**src/pos3d_pkg.sv**
```systemverilog
// shared types and constants of the 3-d point-on-segment test
`timescale 1ns / 1ps

package pos3d_pkg;

    // stream payload widths
    localparam int S_TDATA_W = 296;
    localparam int M_TDATA_W = 8;

    // configuration port
    localparam int CFG_IDX_W  = 8;
    localparam int CFG_DATA_W = 32;
    localparam int NEAR_W     = 32;
    localparam int COS_W      = 17;

    localparam logic [NEAR_W-1:0] NEAR_RESET = 32'd1;
    localparam logic [COS_W-1:0]  COS_RESET  = 17'd65517;

    localparam logic [7:0] DIMS_ACCEPTED = 8'd3;

    // pipeline depth, output register included
    localparam int NUM_STAGES = 9;

    // operand width of the registered multiplier
    localparam int MUL_W = 34;

    typedef enum logic [CFG_IDX_W-1:0] {
        REG_NEAR_DIST_SQ = 8'd0,
        REG_COS_SQ_LIMIT = 8'd1
    } cfg_reg_t;

    typedef enum logic [2:0] {
        OC_BAD_DIM       = 3'd0,
        OC_ENDS_COINCIDE = 3'd1,
        OC_NEAR_END      = 3'd2,
        OC_ANGLE_WIDE    = 3'd3,
        OC_BEYOND        = 3'd4,
        OC_BETWEEN       = 3'd5
    } outcome_t;

    // verdict carried down the pipe once the cheap rules are known
    typedef struct packed {
        logic     early;    // decided before the angle compare
        outcome_t code;
        logic     between;
        logic     beyond;   // test vector longer than segment
    } verdict_t;

endpackage

```
**src/pos3d_mul.sv**
```systemverilog
// registered signed multiplier with a load enable
`timescale 1ns / 1ps

module pos3d_mul
    import pos3d_pkg::*;
(
    input  logic                    aclk,
    input  logic                    en,
    input  logic signed [MUL_W-1:0] a,
    input  logic signed [MUL_W-1:0] b,
    output logic signed [2*MUL_W-1:0] p
);

    logic signed [2*MUL_W-1:0] prod_reg;

    always_ff @(posedge aclk) begin
        if (en) begin
            prod_reg <= a * b;
        end
    end

    assign p = prod_reg;

endmodule

```
**config.mk**
```make
export PLATFORM = sky130hd
export DESIGN_NAME = pos3d_mul
export DESIGN_NICKNAME = d
export VERILOG_FILES = /design/src/pos3d_pkg.sv /design/src/pos3d_mul.sv
export SDC_FILE = /design/constraint.sdc
export NUM_CORES = 2
export LEC_CHECK = 0
export ABC_AREA = 0
export BUFFER_PORTS_ARGS = -buffer_cell sky130_fd_sc_hd__buf_2
export CAP_MARGIN = 20
export CORE_ASPECT_RATIO = 0.75
export CORE_MARGIN = 2
export CORE_UTILIZATION = 50
export DETAILED_ROUTE_END_ITERATION = 6
export PLACE_DENSITY_LB_ADDON = 0.1
export SYNTH_ARGS = -nofsm -noshare
export SYNTH_HDL_FRONTEND = slang
export SYNTH_SLANG_ARGS = --single-unit
export TNS_END_PERCENT = 30
```
**constraint.sdc**
```tcl
create_clock -name aclk -period 12.8 [get_ports aclk]
set_input_delay 2.56 -clock aclk [delete_from_list [all_inputs] [get_ports aclk]]
set_output_delay 2.56 -clock aclk [all_outputs]
set_load 0.01 [all_outputs]
```
Word-level counts from Yosys, hierarchy flattened --
Index checks and enable logic that the tools add are counted. Widths: inputs -> output; s select.
Cells by class: $mul 1
Operator list (count):
- $mul 34x34->68 | 1
Storage, ports and cells: register bits 68, output and inout bits 68, input port bits 70, logic and storage cells 2

Logic depth before layout (Yosys ltp) --
depth after elaboration 1, gate-level depth with buffers 31

Least setup slack after synthesis --
No wires, ideal clock.
path type input to register, from input port a[33], to register prod_reg[65], in the netlist p[65], data pin, stages on the path 24, required time 12.537 ns, arrival time 9.922 ns, buffers on the path 2, slack 2.615 ns, path through clkbuf_1 nand2_1 inv_1 fa_1 fa_1 fa_1 fa_1 inv_1 fa_1 fa_1 fa_1 fa_1 inv_1 ha_1 clkdlybuf4s50_2 nand3_1 or2_2 nor2_1 a221oi_1 o21ai_0 a31oi_2 nor2_2 o41ai_2 xnor2_1
Between the ends: longest elaborated chain between the ends 1
RTL lines:
- start, declared | line pos3d_mul.sv:9 | input logic signed [MUL_W-1:0] a,
- $mul 34x34->68 | line pos3d_mul.sv:18 | prod_reg <= a * b;
- end signal, assigned | line pos3d_mul.sv:18
- end, declared | line pos3d_mul.sv:14 | logic signed [2*MUL_W-1:0] prod_reg;
No other way between the ends. A chain may end at the register's enable or synchronous reset.

Worst setup path after layout --
from input port b[33], to register prod_reg[67], in the netlist p[67], data pin
Between the ends: longest elaborated chain between the ends 1
RTL lines:
- start, declared | line pos3d_mul.sv:10 | input logic signed [MUL_W-1:0] b,
- $mul 34x34->68 | line pos3d_mul.sv:18
No other way between the ends.

==> out/results.tsv <==
metric	value	unit
IO Pins	138	
first-pass GRT wire length	207300	um
Yosys warnings	0	
hold_ws	2556	ps
Worst Path Arrival	10940	ps
Slew Limit Fails	0	
# rows	93	
DIE AREA	0.08982	mm2
Fin. Hold Viols	0	
Max Cap Viol	0	
fraction of layout cells with a size suffix above 1	4.937	%
FMAX	92.39	MHz
commonest non-fill, non-tap cells in the layout	fa_1 (1241), inv_1 (1231), and2_1 (621), nand2_1 (542), ha_1 (204)	
CP Data Required Time	12910	ps
Synth top area share	56.84	%
Post-Syn Area	0.04371	mm2
ys async rst share	0	%
sequential cell area fraction in the yosys report	4.672	%
Root Buffer	clkbuf_16	
post-route ant nets	0	
CP Launch Type	primary input	
Die X	345.4	um
#FFs+latches synth	68	
worst hold start	en	
Core Area	0.08622	mm2
placed cell areas	0.04521	mm2
syn_area_per_cell	9.598	um2
WL final	132800	um
max_slew headroom	24.89	%
CP startpoint	b[33]	
via count	29630	
Syn Nets	6069	
endpoint class of the critical path	flip-flop	
cts hold-fix bufs	0	
CP Class	in2reg	
Final Cycle Share	84.56	%
# nets final	6027	
H-tree depth	3	
Iteration-0 DRC Markers	2335	
final instance area	0.04552	mm2
clock sinks	68	
pin count of the biggest net entering global routing	55	
area leader, netlist	fa_1	
CP max stage cell	clkinv_1	
number of port buffers	137	
average vias per placed instance	5.237	
clock-pin slew on the worst setup and hold paths	70	ps
global route overflow	0	
crit path max fanout	19	
fin cells	5658	
Vert. Die Dim	260.1	um
initial core utilization	50.69	%
Max stage delay on crit path	920	ps
Yosys cell types	69	
RD Place Congestion	0.9032	
CTS Buffer Depth	2	
Post-synth EDFFs	68	
Post-CTS Resized	0	
final setup fails	0	
Tmin final	10820	ps
actual slew at the worst max-slew pin	1127	ps
synthesized instance count	4554	
routed len/inst	23.46	um
TNS Setup	0	ps
CTS tree	built	
max reg flops	68	
Primary FF master, synth	edfxtp_1	
most used cell along the critical path	fa_1	
most common cell after layout, fill and taps aside	fa_1	
HPWL Detailed	107500	um
status	completed	
initial antenna violation count	4	
All-Layer GR Usage	31.46	%
Num CTS Buffers	9	
Post-CTS Setup Bufs	0	
Area Growth Syn to Fin	4.137	%
DRT Pass-1 Iters	6	
# DRC	0	
ranking of synthesized cells by area	fa_1 (57%), inv_1 (11%), and2_1 (8.9%)	
Inst Count DP	5641	
number of global-route vias before repair	32570	
RSZ-0062 raised after global routing	false	
HP Class	in2reg	
layer usage:
metal | part of all wire [%] | global-route usage, % | vias to the layer above
li1 | - | - | 12750
met1 | 46 | 48.15 | 15460
met2 | 37 | 40.01 | 1351
met3 | 15 | 16.16 | 67
met4 | 0.98 | 3.947 | 4
met5 | 0.017 | 0 | -
worst max-delay path: cells and delay by family:
family | cells | cell delay (ps)
buf+inv | 7 | 1520
fa+ha+maj | 8 | 4710
xor+xnor | 1 | 130
simple gates | 4 | 910
compound gates | 5 | 1070
cell usage after synthesis, drive strengths merged, types with 12 or more instances:
cell and count:
xor2 23, xnor2 56, ha 204, edfxtp 68, a21oi 63, o21ai 41
inv 1231, nand2b 20, clkbuf 217, nand2 542, o21bai 12, a21o 37
fa 1241, nor2 56, and2 623
cell type report:
cell class	instances	area [um2]
Tap cell	1140	1426
Clock buffer	9	225.2
Clock inverter	7	75.07
Inverter	1232	4624
Sequential cell	68	2042
Fill cell	8051	40710
Timing Repair Buffer	175	973.4
Multi-Input combinational cell	3026	36150
Antenna cell	1	2.502
cell families after synthesis:
family                   synth area share (%)
buffers and inverters                   12.64
adder cells (fa/ha/maj)                 62.68
AND/OR/NAND/NOR                         15.13
AO/OA/AOI/OAI                           3.295
XOR/XNOR                                1.583
flip-flops                              4.672
per-stage QoR:
step                      worst slack [ps]  util, %
after global placement                1777    52.44
after floorplan                       2615        -
after CTS                             2168    52.79
after global routing                  1642    52.79
final                                 1977    52.79
after detailed placement              1786    52.44
worst paths after layout:
| check | to | slack, ps | depth (start not counted) |
|---|---|---|---|
| max | p[67]$_DFFE_PP_ | 1980 | 25 |
| min | p[48]$_DFFE_PP_ | 2560 | 1 |
Power is not shown: default switching activity piles up to over one toggle a cycle in this logic, so the estimate is an artifact.
